===== src/rtl/core/rrp_pkg.sv =====
// Shared types and constants for the request parser: payload structs, parse phases,
// register indexes and the token passed from the front end to the output stage.
// No dependencies.
package rrp_pkg;

    // Configuration register indexes and reset values
    localparam int CFG_IDX_W = 2;
    localparam logic [CFG_IDX_W-1:0] CFG_ARRAY_TAG = 2'd0;
    localparam logic [CFG_IDX_W-1:0] CFG_BULK_TAG  = 2'd1;
    localparam logic [CFG_IDX_W-1:0] CFG_END_TAG   = 2'd2;

    localparam logic [7:0] RST_ARRAY_TAG = 8'd42;
    localparam logic [7:0] RST_BULK_TAG  = 8'd36;
    localparam logic [7:0] RST_END_TAG   = 8'd13;

    localparam logic [7:0] ASCII_ZERO = 8'd48;
    localparam logic [7:0] ASCII_NINE = 8'd57;

    localparam logic KIND_DATA   = 1'b0;
    localparam logic KIND_STATUS = 1'b1;
    localparam logic STATUS_OK   = 1'b0;
    localparam logic STATUS_ERR  = 1'b1;

    // Depth of the token queue between front end and output stage
    localparam int QUEUE_DEPTH = 4;

    typedef enum logic [2:0] {
        PH_ARRAY,
        PH_COUNT,
        PH_BULK,
        PH_LEN,
        PH_DATA,
        PH_DONE
    } t_phase;

    typedef struct packed {
        logic [7:0] data_byte;
        logic       msg_last;
    } t_in;

    typedef struct packed {
        logic       out_kind;
        logic [7:0] out_byte;
        logic [3:0] arg_index;
        logic       arg_end;
        logic       status;
        logic [4:0] arg_total;
    } t_out;

    typedef struct packed {
        logic                 valid;
        logic [CFG_IDX_W-1:0] index;
        logic [7:0]           data;
    } t_cfg_wr;

    // Compact token: data items carry the byte in payload; status items carry
    // {2'b0, status, arg_total} in payload.
    typedef struct packed {
        logic       kind;
        logic [7:0] payload;
        logic [3:0] idx;
        logic       flag;
    } t_tok;

endpackage


===== src/rtl/core/resp_request_parser.sv =====
// Top level of the request parser: front end, token queue and output stage.
// Depends on rrp_pkg, rrp_front, rrp_fifo and rrp_back.
//
// One request byte is taken every clock cycle while full is low; the byte's phase
// update and the accumulator step (multiply by ten plus one digit, with a width
// check) complete in that cycle, so parsing runs at one byte per cycle. Each byte
// yields at most one result item, which enters a four-entry queue ahead of the
// output register; input keeps flowing while results wait, and full rises only
// when that queue fills. A result waits in the queue, then in the output register.
// Tag registers are written through the configuration port, which is always ready.
module resp_request_parser #(
    parameter int MAX_ARGS = 16,
    parameter int NUM_BITS = 32
) (
    input  logic                          i_clk,
    input  logic                          i_rst_n,
    input  logic                          i_cfg_valid,
    output logic                          o_cfg_ready,
    input  logic [rrp_pkg::CFG_IDX_W-1:0] i_cfg_index,
    input  logic [7:0]                    i_cfg_data,
    input  logic                          push,
    output logic                          full,
    input  rrp_pkg::t_in                  i_in,
    output logic                          empty,
    input  logic                          pop,
    output rrp_pkg::t_out                 o_out
);

    rrp_pkg::t_cfg_wr cfg;
    rrp_pkg::t_tok    front_tok, queue_tok;
    logic             front_tok_valid;
    logic             accept;
    logic             queue_empty, queue_pop;

    assign o_cfg_ready = 1'b1;
    assign cfg.valid   = i_cfg_valid;
    assign cfg.index   = i_cfg_index;
    assign cfg.data    = i_cfg_data;

    assign accept = push && !full;

    rrp_front #(
        .MAX_ARGS (MAX_ARGS),
        .NUM_BITS (NUM_BITS)
    ) u_front (
        .i_clk       (i_clk),
        .i_rst_n     (i_rst_n),
        .i_cfg       (cfg),
        .i_accept    (accept),
        .i_in        (i_in),
        .o_tok_valid (front_tok_valid),
        .o_tok       (front_tok)
    );

    rrp_fifo u_fifo (
        .i_clk   (i_clk),
        .i_rst_n (i_rst_n),
        .i_push  (front_tok_valid),
        .i_data  (front_tok),
        .i_pop   (queue_pop),
        .o_data  (queue_tok),
        .o_empty (queue_empty),
        .o_full  (full)
    );

    rrp_back u_back (
        .i_clk       (i_clk),
        .i_rst_n     (i_rst_n),
        .i_tok_valid (!queue_empty),
        .i_tok       (queue_tok),
        .o_tok_pop   (queue_pop),
        .i_pop       (pop),
        .o_empty     (empty),
        .o_out       (o_out)
    );

endmodule


===== src/rtl/core/rrp_front.sv =====
// Parser front end: holds the tag registers and the parse state, classifies one
// byte per accepted item and produces at most one token. Depends on rrp_pkg.
module rrp_front #(
    parameter int MAX_ARGS = 16,
    parameter int NUM_BITS = 32
) (
    input  logic            i_clk,
    input  logic            i_rst_n,
    input  rrp_pkg::t_cfg_wr i_cfg,
    input  logic            i_accept,
    input  rrp_pkg::t_in    i_in,
    output logic            o_tok_valid,
    output rrp_pkg::t_tok   o_tok
);

    localparam int CNT_W = $clog2(MAX_ARGS + 1);
    localparam int CMP_W = (NUM_BITS > 9) ? NUM_BITS : 9;
    localparam logic [CMP_W-1:0] MAX_ARGS_C = CMP_W'(MAX_ARGS);

    logic [7:0] r_array_tag, r_bulk_tag, r_end_tag;

    rrp_pkg::t_phase     r_phase, n_phase;
    logic [NUM_BITS-1:0] r_acc, n_acc;
    logic                r_seen, n_seen;
    logic [CNT_W-1:0]    r_elem, n_elem;
    logic [CNT_W-1:0]    r_arg, n_arg;
    logic [NUM_BITS-1:0] r_left, n_left;
    logic                r_skip, n_skip;
    logic                r_err, n_err;

    logic [7:0]          b;
    logic                digit_ok;
    logic [NUM_BITS+3:0] prod;
    logic                overflow;
    logic [CNT_W-1:0]    arg_inc;
    logic                emit;
    logic                ok;

    always_ff @(posedge i_clk) begin
        if (!i_rst_n) begin
            r_array_tag <= rrp_pkg::RST_ARRAY_TAG;
            r_bulk_tag  <= rrp_pkg::RST_BULK_TAG;
            r_end_tag   <= rrp_pkg::RST_END_TAG;
        end else if (i_cfg.valid) begin
            case (i_cfg.index)
                rrp_pkg::CFG_ARRAY_TAG: r_array_tag <= i_cfg.data;
                rrp_pkg::CFG_BULK_TAG:  r_bulk_tag  <= i_cfg.data;
                rrp_pkg::CFG_END_TAG:   r_end_tag   <= i_cfg.data;
                default: ;
            endcase
        end
    end

    always_ff @(posedge i_clk) begin
        if (!i_rst_n) begin
            r_phase <= rrp_pkg::PH_ARRAY;
            r_acc   <= '0;
            r_seen  <= 1'b0;
            r_elem  <= '0;
            r_arg   <= '0;
            r_left  <= '0;
            r_skip  <= 1'b0;
            r_err   <= 1'b0;
        end else begin
            r_phase <= n_phase;
            r_acc   <= n_acc;
            r_seen  <= n_seen;
            r_elem  <= n_elem;
            r_arg   <= n_arg;
            r_left  <= n_left;
            r_skip  <= n_skip;
            r_err   <= n_err;
        end
    end

    assign b        = i_in.data_byte;
    assign digit_ok = (b >= rrp_pkg::ASCII_ZERO) && (b <= rrp_pkg::ASCII_NINE);
    // acc * 10 + digit, with four guard bits to catch a value too wide to hold
    assign prod     = {r_acc, 3'b000} + {2'b00, r_acc, 1'b0}
                    + (NUM_BITS + 4)'(b - rrp_pkg::ASCII_ZERO);
    assign overflow = |prod[NUM_BITS+3:NUM_BITS];
    assign arg_inc  = r_arg + CNT_W'(1);

    always_comb begin
        n_phase     = r_phase;
        n_acc       = r_acc;
        n_seen      = r_seen;
        n_elem      = r_elem;
        n_arg       = r_arg;
        n_left      = r_left;
        n_skip      = r_skip;
        n_err       = r_err;
        emit        = 1'b0;
        ok          = 1'b0;
        o_tok_valid = 1'b0;
        o_tok       = '0;

        if (i_accept) begin
            if (!r_err) begin
                if (r_skip) begin
                    n_skip = 1'b0;
                end else begin
                    case (r_phase)
                        rrp_pkg::PH_ARRAY: begin
                            if (b != r_array_tag) begin
                                n_err = 1'b1;
                            end else begin
                                n_phase = rrp_pkg::PH_COUNT;
                                n_acc   = '0;
                                n_seen  = 1'b0;
                            end
                        end
                        rrp_pkg::PH_COUNT: begin
                            if (b == r_end_tag) begin
                                if (!r_seen || r_acc == '0
                                    || CMP_W'(r_acc) > MAX_ARGS_C) begin
                                    n_err = 1'b1;
                                end else begin
                                    n_elem  = CNT_W'(r_acc);
                                    n_arg   = '0;
                                    n_phase = rrp_pkg::PH_BULK;
                                    n_skip  = 1'b1;
                                end
                            end else if (!digit_ok || overflow) begin
                                n_err = 1'b1;
                            end else begin
                                n_acc  = prod[NUM_BITS-1:0];
                                n_seen = 1'b1;
                            end
                        end
                        rrp_pkg::PH_BULK: begin
                            if (b != r_bulk_tag) begin
                                n_err = 1'b1;
                            end else begin
                                n_phase = rrp_pkg::PH_LEN;
                                n_acc   = '0;
                                n_seen  = 1'b0;
                            end
                        end
                        rrp_pkg::PH_LEN: begin
                            if (b == r_end_tag) begin
                                if (!r_seen || r_acc == '0) begin
                                    n_err = 1'b1;
                                end else begin
                                    n_left  = r_acc;
                                    n_phase = rrp_pkg::PH_DATA;
                                    n_skip  = 1'b1;
                                end
                            end else if (!digit_ok || overflow) begin
                                n_err = 1'b1;
                            end else begin
                                n_acc  = prod[NUM_BITS-1:0];
                                n_seen = 1'b1;
                            end
                        end
                        rrp_pkg::PH_DATA: begin
                            if (b == r_end_tag) begin
                                if (r_left != '0) begin
                                    n_err = 1'b1;
                                end else begin
                                    n_arg   = arg_inc;
                                    n_phase = (arg_inc >= r_elem) ? rrp_pkg::PH_DONE
                                                                  : rrp_pkg::PH_BULK;
                                    n_skip  = 1'b1;
                                end
                            end else if (r_left == '0) begin
                                n_err = 1'b1;
                            end else begin
                                emit   = 1'b1;
                                n_left = r_left - NUM_BITS'(1);
                            end
                        end
                        // leftover bytes after a complete message
                        default: n_err = 1'b1;
                    endcase
                end
            end

            if (i_in.msg_last) begin
                ok = !n_err && (n_phase == rrp_pkg::PH_DONE) && !n_skip;
                o_tok_valid  = 1'b1;
                o_tok.kind   = rrp_pkg::KIND_STATUS;
                o_tok.payload = {2'b00, (ok ? rrp_pkg::STATUS_OK : rrp_pkg::STATUS_ERR),
                                 5'(n_elem)};
                // start over for the next message
                n_phase = rrp_pkg::PH_ARRAY;
                n_acc   = '0;
                n_seen  = 1'b0;
                n_elem  = '0;
                n_arg   = '0;
                n_left  = '0;
                n_skip  = 1'b0;
                n_err   = 1'b0;
            end else if (emit) begin
                o_tok_valid   = 1'b1;
                o_tok.kind    = rrp_pkg::KIND_DATA;
                o_tok.payload = b;
                o_tok.idx     = 4'(r_arg);
                o_tok.flag    = (r_left == NUM_BITS'(1));
            end
        end
    end

endmodule


===== src/rtl/core/rrp_fifo.sv =====
// Short token queue between the parser front end and the output stage.
// Register array with separate read and write pointers. Depends on rrp_pkg.
module rrp_fifo (
    input  logic          i_clk,
    input  logic          i_rst_n,
    input  logic          i_push,
    input  rrp_pkg::t_tok i_data,
    input  logic          i_pop,
    output rrp_pkg::t_tok o_data,
    output logic          o_empty,
    output logic          o_full
);

    localparam int DEPTH = rrp_pkg::QUEUE_DEPTH;
    localparam int PTR_W = (DEPTH > 1) ? $clog2(DEPTH) : 1;
    localparam int CNT_W = $clog2(DEPTH + 1);

    rrp_pkg::t_tok    r_mem [DEPTH];
    logic [PTR_W-1:0] r_wr, n_wr;
    logic [PTR_W-1:0] r_rd, n_rd;
    logic [CNT_W-1:0] r_cnt, n_cnt;
    logic             do_push, do_pop;

    assign o_empty = (r_cnt == '0);
    assign o_full  = (r_cnt == CNT_W'(DEPTH));
    assign do_push = i_push && !o_full;
    assign do_pop  = i_pop && !o_empty;
    assign o_data  = r_mem[r_rd];

    always_comb begin
        n_wr  = r_wr;
        n_rd  = r_rd;
        n_cnt = r_cnt;
        if (do_push) begin
            n_wr = (r_wr == PTR_W'(DEPTH - 1)) ? '0 : r_wr + PTR_W'(1);
        end
        if (do_pop) begin
            n_rd = (r_rd == PTR_W'(DEPTH - 1)) ? '0 : r_rd + PTR_W'(1);
        end
        case ({do_push, do_pop})
            2'b10:   n_cnt = r_cnt + CNT_W'(1);
            2'b01:   n_cnt = r_cnt - CNT_W'(1);
            default: n_cnt = r_cnt;
        endcase
    end

    always_ff @(posedge i_clk) begin
        if (!i_rst_n) begin
            r_wr  <= '0;
            r_rd  <= '0;
            r_cnt <= '0;
        end else begin
            r_wr  <= n_wr;
            r_rd  <= n_rd;
            r_cnt <= n_cnt;
        end
    end

    always_ff @(posedge i_clk) begin
        if (do_push) begin
            r_mem[r_wr] <= i_data;
        end
    end

endmodule


===== src/rtl/core/rrp_back.sv =====
// Output stage: unpacks queued tokens into result items and holds the oldest one
// in an output register until it is popped. Depends on rrp_pkg.
module rrp_back (
    input  logic          i_clk,
    input  logic          i_rst_n,
    input  logic          i_tok_valid,
    input  rrp_pkg::t_tok i_tok,
    output logic          o_tok_pop,
    input  logic          i_pop,
    output logic          o_empty,
    output rrp_pkg::t_out o_out
);

    logic          r_valid;
    rrp_pkg::t_out r_out;
    rrp_pkg::t_out dec;

    always_comb begin
        dec = '0;
        dec.out_kind = i_tok.kind;
        if (i_tok.kind == rrp_pkg::KIND_STATUS) begin
            dec.status    = i_tok.payload[5];
            dec.arg_total = i_tok.payload[4:0];
        end else begin
            dec.out_byte  = i_tok.payload;
            dec.arg_index = i_tok.idx;
            dec.arg_end   = i_tok.flag;
        end
    end

    // refill the output register when it is free or being emptied this cycle
    assign o_tok_pop = i_tok_valid && (!r_valid || i_pop);
    assign o_empty   = !r_valid;
    assign o_out     = r_out;

    always_ff @(posedge i_clk) begin
        if (!i_rst_n) begin
            r_valid <= 1'b0;
        end else if (o_tok_pop) begin
            r_valid <= 1'b1;
        end else if (i_pop) begin
            r_valid <= 1'b0;
        end
    end

    always_ff @(posedge i_clk) begin
        if (o_tok_pop) begin
            r_out <= dec;
        end
    end

endmodule

===== config.mk =====
export PLATFORM = sky130hd
export DESIGN_NAME = resp_request_parser
export DESIGN_NICKNAME = d
export VERILOG_FILES = /design/src/rtl/core/rrp_pkg.sv /design/src/rtl/core/resp_request_parser.sv /design/src/rtl/core/rrp_front.sv /design/src/rtl/core/rrp_fifo.sv /design/src/rtl/core/rrp_back.sv
export SDC_FILE = /design/constraint.sdc
export NUM_CORES = 1
export LEC_CHECK = 0
export ABC_AREA = 1
export ABC_CLOCK_PERIOD_IN_PS = 9500
export BUFFER_PORTS_ARGS = -buffer_cell sky130_fd_sc_hd__buf_2
export CAP_MARGIN = 10
export CORE_ASPECT_RATIO = 0.9
export CORE_MARGIN = 2
export CORE_UTILIZATION = 26
export CTS_CLUSTER_SIZE = 25
export DETAILED_ROUTE_END_ITERATION = 8
export MAX_ROUTING_LAYER = met4
export PLACE_DENSITY_LB_ADDON = 0.12
export SYNTH_ARGS = -nofsm -noshare
export SYNTH_HDL_FRONTEND = slang
export SYNTH_SLANG_ARGS = --single-unit
export TNS_END_PERCENT = 20

===== constraint.sdc =====
create_clock -name i_clk -period 9.5 [get_ports i_clk]
set_input_delay 1.9 -clock i_clk [delete_from_list [all_inputs] [get_ports i_clk]]
set_output_delay 1.9 -clock i_clk [all_outputs]
set_load 0.02 [all_outputs]

==> results of run 1 <==
logic make-up after synthesis:
group,count (synthesis)
and+or+nand+nor,773
AOI/OAI and AO/OA,303
adders and majority gates,85
other,1
DFF,190
xor gates and xnor gates,51
buffers and inverters,258
final cells by class:
class	instances	area share
clock buffer	19	0.03209
clock inverter	13	0.01233
inverter	199	0.05412
multi-input combinational	1213	0.4921
sequential	190	0.3307
tap	616	0.05584
timing repair buffer	57	0.02284
state kept, by name, indices dropped and copies added, names as in the netlist, 3 cells and up, named ones only:
name / count
u_fifo.r_mem: 56
u_front.r_acc: 32
u_front.r_left: 32
u_back.o_out: 20
u_front.r_array_tag: 8
u_front.r_bulk_tag: 8
u_front.r_end_tag: 8
u_front.r_arg: 5
u_front.r_elem: 5
u_fifo.r_cnt: 3
u_front.r_phase: 3
cells in the mapped netlist, types with 3 or more instances:
master / count
sky130_fd_sc_hd__nand2_1: 354
sky130_fd_sc_hd__nor2_1: 219
sky130_fd_sc_hd__inv_1: 193
sky130_fd_sc_hd__a21oi_1: 137
sky130_fd_sc_hd__dfxtp_1: 114
sky130_fd_sc_hd__o21ai_0: 90
sky130_fd_sc_hd__nand3_1: 89
sky130_fd_sc_hd__edfxtp_1: 76
sky130_fd_sc_hd__ha_1: 53
sky130_fd_sc_hd__nor3_1: 38
sky130_fd_sc_hd__clkbuf_1: 32
sky130_fd_sc_hd__fa_1: 32
sky130_fd_sc_hd__xor2_1: 27
sky130_fd_sc_hd__xnor2_1: 24
sky130_fd_sc_hd__nand4_1: 23
sky130_fd_sc_hd__buf_2: 14
sky130_fd_sc_hd__o22ai_1: 14
sky130_fd_sc_hd__a31oi_1: 12
sky130_fd_sc_hd__nor2_2: 9
sky130_fd_sc_hd__nand2_2: 8
sky130_fd_sc_hd__a211oi_1: 7
sky130_fd_sc_hd__buf_6: 7
sky130_fd_sc_hd__nor4_1: 7
sky130_fd_sc_hd__a32o_1: 6
sky130_fd_sc_hd__inv_2: 6
sky130_fd_sc_hd__o21bai_1: 6
sky130_fd_sc_hd__o21ai_1: 5
sky130_fd_sc_hd__o221ai_1: 5
sky130_fd_sc_hd__buf_4: 4
sky130_fd_sc_hd__nor2_4: 4
sky130_fd_sc_hd__nor3b_1: 3
sky130_fd_sc_hd__o31ai_1: 3
sky130_fd_sc_hd__or2_1: 3
sky130_fd_sc_hd__or2_2: 3
worst max-delay path: cells and delay by family:
family                   cells  cell delay, ps
AO/OA/AOI/OAI                3             590
adder cells (fa/ha/maj)      3            1160
buffers and inverters        2             590
AND/OR/NAND/NOR             12            1900
layer usage:
metal,vias up,track usage,wire (µm)
met1,5090,0.2194,19150
met4,0,0.03230,443
met5,-,-,0
li1,5526,-,-
met3,29,0.02511,989
met2,127,0.2429,16620
stage by stage:
| step | instances | cell area (µm²) | power [mW] | utilization |
|---|---|---|---|---|
| detailed placement | 2275 | 13190 | 1.761 | 0.2817 |
| finish | 2307 | 13800 | 2.492 | 0.2948 |
| global placement | 2275 | 13190 | 1.754 | 0.2817 |
| global route | 2307 | 13800 | 2.657 | 0.2948 |
| CTS | 2307 | 13800 | 2.529 | 0.2948 |
| floorplan | 1661 | 12390 | 1.546 | - |
final timing paths:
check,start,endpoint,slack [ps],cells past startpoint
worst max-delay path,i_in[5],u_front.r_acc[29]$_SDFFE_PN0P_,3620,20
worst min register to register,u_front.r_elem[3]$_SDFFE_PN0P_,u_front.r_elem[3]$_SDFFE_PN0P_,470,2
worst min-delay path,u_front.r_elem[3]$_SDFFE_PN0P_,u_front.r_elem[3]$_SDFFE_PN0P_,470,2
worst max register to register,u_front.r_left[0]$_SDFFE_PN0P_,u_fifo.r_cnt[2]$_SDFFE_PN0P_,5160,18
power by group:
part	switching (mW)	internal, mW	total [mW]
sequential	0.0467	0.971	1.02
combinational	0.506	0.209	0.715
clock	0.374	0.386	0.759
total	0.926	1.57	2.49
layout by cell type (no fill, tap or decap), types with 6 or more instances in the layout:
cell type and instances:
sky130_fd_sc_hd__buf_2 45, sky130_fd_sc_hd__o21bai_1 6, sky130_fd_sc_hd__edfxtp_1 76, sky130_fd_sc_hd__a31oi_1 11, sky130_fd_sc_hd__nand3_1 89, sky130_fd_sc_hd__xnor2_1 24
sky130_fd_sc_hd__o22ai_1 14, sky130_fd_sc_hd__o21ai_0 90, sky130_fd_sc_hd__dfxtp_1 114, sky130_fd_sc_hd__nand2_2 8, sky130_fd_sc_hd__xor2_1 27, sky130_fd_sc_hd__fa_1 32
sky130_fd_sc_hd__a211oi_1 7, sky130_fd_sc_hd__nor3_1 37, sky130_fd_sc_hd__inv_1 193, sky130_fd_sc_hd__nand4_1 23, sky130_fd_sc_hd__clkbuf_16 17, sky130_fd_sc_hd__nor4_1 7
sky130_fd_sc_hd__inv_2 6, sky130_fd_sc_hd__buf_4 12, sky130_fd_sc_hd__a21oi_1 137, sky130_fd_sc_hd__a32o_1 6, sky130_fd_sc_hd__nor2_1 216, sky130_fd_sc_hd__ha_1 53
sky130_fd_sc_hd__nor2_2 12, sky130_fd_sc_hd__nand2_1 354
==> results.yml, run 1 <==
run_status:
  status: "completed"
clock_tree:
  cts.sinks: 190
  worst_setup_hold_path_clk_slew_ps: 80
  clock_latency_late_sink_ps: 470
  cts.root.buffer_cell: "sky130_fd_sc_hd__clkbuf_16"
  cts_made_buffers: 17
  post_cts.repair.setup_buffers: 0
  ctsHtreeMaxLevel: 4
  holdBufCountCts: 0
  ctsLongestPathBuffers: 2
  tritoncts: "built"
  postCtsResizedCells: 0
global_route:
  grt_max_degree: 60
  global_route.usage.total: 0.1581
  grt_first_pass_wirelength_mm: 58.64
  grt_antenna_before_repair: 0
  grt_pass1_vias: 10261
  globalRoute.totalOverflow: 0
final_layout:
  final_layout_size_suffix_gt1_frac: 0.07983
  final.fill_count: 5172
  area.sequential_um2: 4564
  final_net_count: 1787
  multiInputGateArea_um2: 6793
  syn2layout_area_growth_pct: 11.39
  antennaDiodeCount: 0
die:
  die_area_um2: 49430
  die_w_um: 234.1
  chipHeight_um: 211.1
  design.portCount: 47
  starting_utilization_of_the_core_area: 0.2646
  num_rows: 75
  design.core.area_um2: 46830
placed_design:
  place.gp.congestion: 0.8724
  dp_hpwl_mm: 27.55
  preCtsSetupSlack_ps: 3188
  buffer_ports.inserted: 45
setup_path:
  critical-path-max-stage-delay_ps: 500
  path_class: "primary input to flip-flop"
  crit_slowest_cell: "sky130_fd_sc_hd__fa_1"
  worst_path_cell_trace: "buf_2, ha_1, nor3_2, buf_4, fa_1, ha_1, a21oi_1, nand2_1, a21oi_1, nand2_2, nand2_1, nand2_1, nand2_1, nand2_1, nor2_1, nand3_2, nand2_4, nand2_4, nand2_1, a21oi_1"
  path_common_cell: "sky130_fd_sc_hd__nand2_1"
  crit_path_max_fanout: 34
  endpoint_kind: "flip-flop"
  timing.critical_path.arrival_ps: 6200
  worstSetupStartpointType: "primary input"
  cp_data_required_time_ps: 9820
synth:
  synth_enable_flop_cells: 76
  yosys-top-cells-area: "sky130_fd_sc_hd__dfxtp_1, sky130_fd_sc_hd__edfxtp_1, sky130_fd_sc_hd__nand2_1, sky130_fd_sc_hd__nor2_1, sky130_fd_sc_hd__inv_1"
  register_area_share_after_synthesis: 0.3683
  syn_nets: 1770
  synth.cell_area_um2: 12390
  syn_avg_cell_area_um2: 7.460
  synth-compound-area-share: 0.1380
  yosys.area.top_type_share: 0.1842
  primary_flip_flop_cell_chosen_by_synthesis_mapping: "sky130_fd_sc_hd__dfxtp_1"
  synth-xor-area-share: 0.03605
  synth_mux_area_frac: 0
  async_reset_ff_frac: 0
  netlist.top_cell.by_area: "sky130_fd_sc_hd__dfxtp_1"
  post_synth_inst_count: 1661
  yosysWarningCount: 0
  yosys_register_bits: 190
  synth_top_family_by_area: "simple AND/OR/NAND/NOR gates"
  synth_simple_gate_area_share: 0.2671
  synth_cell_types: 57
  yosys.area_share.adder: 0.1052
detailed_routing:
  remaining_antenna_violation_count_after_routing: 0
  number_of_drc_markers_after_the_initial_detailed_route_iteration: 519
  via_count: 10772
  postRouteWirelength_mm: 37.20
  post_drt_via_cell_ratio: 4.669
  average_wire_per_cell_in_the_routed_design_um: 16.12
  dr_pass1_iterations: 5
  remaining_drc_errors: 0
power:
  power-per-cell-area_nw_per_um2: 180.5
  leakage_dissipation_nw: 5.886
  power.ir.vdd_worst_v: 0.0001314
timing:
  unrepaired_setup_endpoints_after_global_routing: "false"
  post-route-min-period_ps: 5883
  drv_slew: 0
  transition_time_at_the_pin_with_the_least_slew_margin_ps: 915.8
  layout_worst_path_cycle_share: 0.6192
  fin_worst_hold_slack_ps: 468.6
  report.final.hold_viol_count: 0
  timing.slew.headroom: 0.3888
  finClkSkew_ps: 20.21
  setup-tns-final_ps: 0
  final_critical_path_setup_slack_ps: 3617
  report.final.setup_viol: 0
  fmax_mhz: 170.0
worst_hold_path:
  timing.hold.worst.class: "flip-flop to flip-flop"
job:
  drv_cap: 0
Note: power is estimated with default switching activity, not from simulation.
==> inputs of run 2 (changes only) <==
--- a/config.mk
+++ b/config.mk
@@ -6,7 +6,7 @@
 export NUM_CORES = 1
 export LEC_CHECK = 0
 export ABC_AREA = 1
-export ABC_CLOCK_PERIOD_IN_PS = 9500
+export ABC_CLOCK_PERIOD_IN_PS = 6100
 export BUFFER_PORTS_ARGS = -buffer_cell sky130_fd_sc_hd__buf_2
 export CAP_MARGIN = 10
 export CORE_ASPECT_RATIO = 0.9
==> constraint.sdc (replaced) <==
create_clock -name i_clk -period 6.1 [get_ports i_clk]
set_input_delay 1.22 -clock i_clk [delete_from_list [all_inputs] [get_ports i_clk]]
set_output_delay 1.22 -clock i_clk [all_outputs]
set_load 0.02 [all_outputs]
==> results.yml, run 2 (same netlist as run 1, synthesis figures left out) <==
placed_design:
  dp_hpwl_mm: 27.64
  buffer_ports.inserted: 45
  place.gp.congestion: 0.8759
  placed_area_um2: 13220
detailed_routing:
  remaining_antenna_violation_count_after_routing: 0
  number_of_drc_markers_after_the_initial_detailed_route_iteration: 650
  route.top_layer_used: "met4"
  met2_wirelength_from_detailed_routing_mm: 16.81
  remaining_drc_errors: 0
  via_count: 10705
  post_drt_via_cell_ratio: 4.638
  wl_met3_um: 926
  average_wire_per_cell_in_the_routed_design_um: 16.20
  dr_pass1_iterations: 5
  wl_met1_mm: 19.38
  postRouteWirelength_mm: 37.38
final_layout:
  syn2layout_area_growth_pct: 11.44
  largest-register: "u_fifo.r_mem"
  final_common_cell: "sky130_fd_sc_hd__nand2_1"
  antennaDiodeCount: 0
  postLayoutCellArea_um2: 13810
  most-common-layout-cells: "sky130_fd_sc_hd__nand2_1, sky130_fd_sc_hd__nor2_1, sky130_fd_sc_hd__inv_1, sky130_fd_sc_hd__a21oi_1, sky130_fd_sc_hd__dfxtp_1"
  final_layout_size_suffix_gt1_frac: 0.08097
  final_net_count: 1788
  largest_register_ffs: 56
  biggestRegsByFlops: "u_fifo.r_mem: 56 flops, u_front.r_acc: 32 flops, u_front.r_left: 32 flops"
timing:
  timing.slew.headroom: 0.2397
  report.final.setup_viol: 0
  post-route-min-period_ps: 4774
  transition_time_at_the_pin_with_the_least_slew_margin_ps: 1139
  drv_slew: 0
  fmax_mhz: 209.5
  unrepaired_setup_endpoints_after_global_routing: "false"
  setup-tns-final_ps: 0
  layout_worst_path_cycle_share: 0.7826
  finClkSkew_ps: 19.93
  report.final.hold_viol_count: 0
job:
  drv_cap: 0
clock_tree:
  postCtsResizedCells: 0
  ctsHtreeMaxLevel: 4
  worst_setup_hold_path_clk_slew_ps: 80
  cts.root.buffer_cell: "sky130_fd_sc_hd__clkbuf_16"
  ctsLongestPathBuffers: 2
  holdBufCountCts: 0
  cts_made_buffers: 17
  post_cts.repair.setup_buffers: 0
  tritoncts: "built"
  clock_latency_late_sink_ps: 460
  cts.sinks: 190
die:
  die_w_um: 234.1
  chipHeight_um: 211.1
  die_area_um2: 49430
  starting_utilization_of_the_core_area: 0.2646
  design.portCount: 47
  num_rows: 75
  design.core.area_um2: 46830
global_route:
  grt_antenna_before_repair: 1
  global_route.usage.total: 0.1589
  grt_pass1_vias: 10253
  globalRoute.totalOverflow: 0
  grt_max_degree: 60
  grt_first_pass_wirelength_mm: 58.88
setup_path:
  reg2regPathDepth: 18
  crit_path_start: "i_in[5]"
  cp_data_required_time_ps: 6470
  regToRegSetupSlack_ps: 1750
  path_class: "primary input to flip-flop"
  crit_path_max_fanout: 27
  worstSetupStartpointType: "primary input"
  r2r_start: "u_front.r_left[0]$_SDFFE_PN0P_"
  endpoint_kind: "flip-flop"
  timing.critical_path.arrival_ps: 5140
power:
  total_power_mw: 3.840
  leakage_dissipation_nw: 5.880
  power.ir.vdd_worst_v: 0.0002011
  power-per-cell-area_nw_per_um2: 278.1
worst_hold_path:
  timing.hold.worst.class: "flip-flop to flip-flop"
  worst_hold_path.num_cells: 2
  hold_path_startpoint: "u_front.r_elem[2]$_SDFFE_PN0P_"
run_status:
  status: "completed"
-- run 2: area by class of cell --
| cell class | count | area (µm²) |
|---|---|---|
| Clock buffer | 18 | 429.2 |
| Clock inverter | 14 | 161.4 |
| Fill cell | 5109 | 33020 |
| Inverter | 199 | 747.0 |
| Multi-Input combinational cell | 1213 | 6802 |
| Sequential cell | 190 | 4564 |
| Tap cell | 616 | 770.7 |
| Timing Repair Buffer | 58 | 335.3 |
-- run 2: worst max-delay path, stage by stage --
cell                      delay [ps]
sky130_fd_sc_hd__buf_2           180
sky130_fd_sc_hd__ha_1            300
sky130_fd_sc_hd__nor3_4          170
sky130_fd_sc_hd__buf_12          230
sky130_fd_sc_hd__fa_1            450
sky130_fd_sc_hd__ha_1            370
sky130_fd_sc_hd__a21oi_1         320
sky130_fd_sc_hd__nand2_1         130
sky130_fd_sc_hd__a21oi_1         170
sky130_fd_sc_hd__nand2_2         150
sky130_fd_sc_hd__nand2_1         120
sky130_fd_sc_hd__nand2_1          60
sky130_fd_sc_hd__nand2_1          60
sky130_fd_sc_hd__nand2_1          40
sky130_fd_sc_hd__nor2_1          150
sky130_fd_sc_hd__nand3_2         190
sky130_fd_sc_hd__nand2_4         220
sky130_fd_sc_hd__buf_4           300
sky130_fd_sc_hd__nand3_1         110
sky130_fd_sc_hd__a21oi_1         170
-- run 2: per-stage QoR --
step	cells	worst slack, ps	hold WS (ps)	utilization
2_1_floorplan	1661	749.9	443.8	-
3_5_place_dp	2276	861.5	465.6	0.2823
6_report	2308	1326	476.7	0.2949
4_1_cts	2308	1343	476.7	0.2949
5_1_grt	2308	967.1	493.1	0.2949
3_3_place_gp	2276	830.4	452.8	0.2823
-- run 2: path summary, 6_finish.rpt --
kind	endpoint
worst min-delay path	u_front.r_elem[2]$_SDFFE_PN0P_
worst max-delay path	u_front.r_acc[7]$_SDFFE_PN0P_
worst min register to register	u_front.r_elem[2]$_SDFFE_PN0P_
worst max register to register	u_fifo.r_cnt[2]$_SDFFE_PN0P_
-- run 2: layer usage --
layer,vias to the layer above,global-route usage
met3,14,0.02173
met1,5050,0.2247
met4,0,0.02968
li1,5525,-
met5,-,-
met2,116,0.2428
-- run 2: power by group --
group | switching, mW | internal [mW] | leakage (nW) | total [mW]
Sequential | 0.0715 | 1.51 | 1.65 | 1.58
Combinational | 0.787 | 0.331 | 3.94 | 1.12
Clock | 0.587 | 0.552 | 0.284 | 1.14
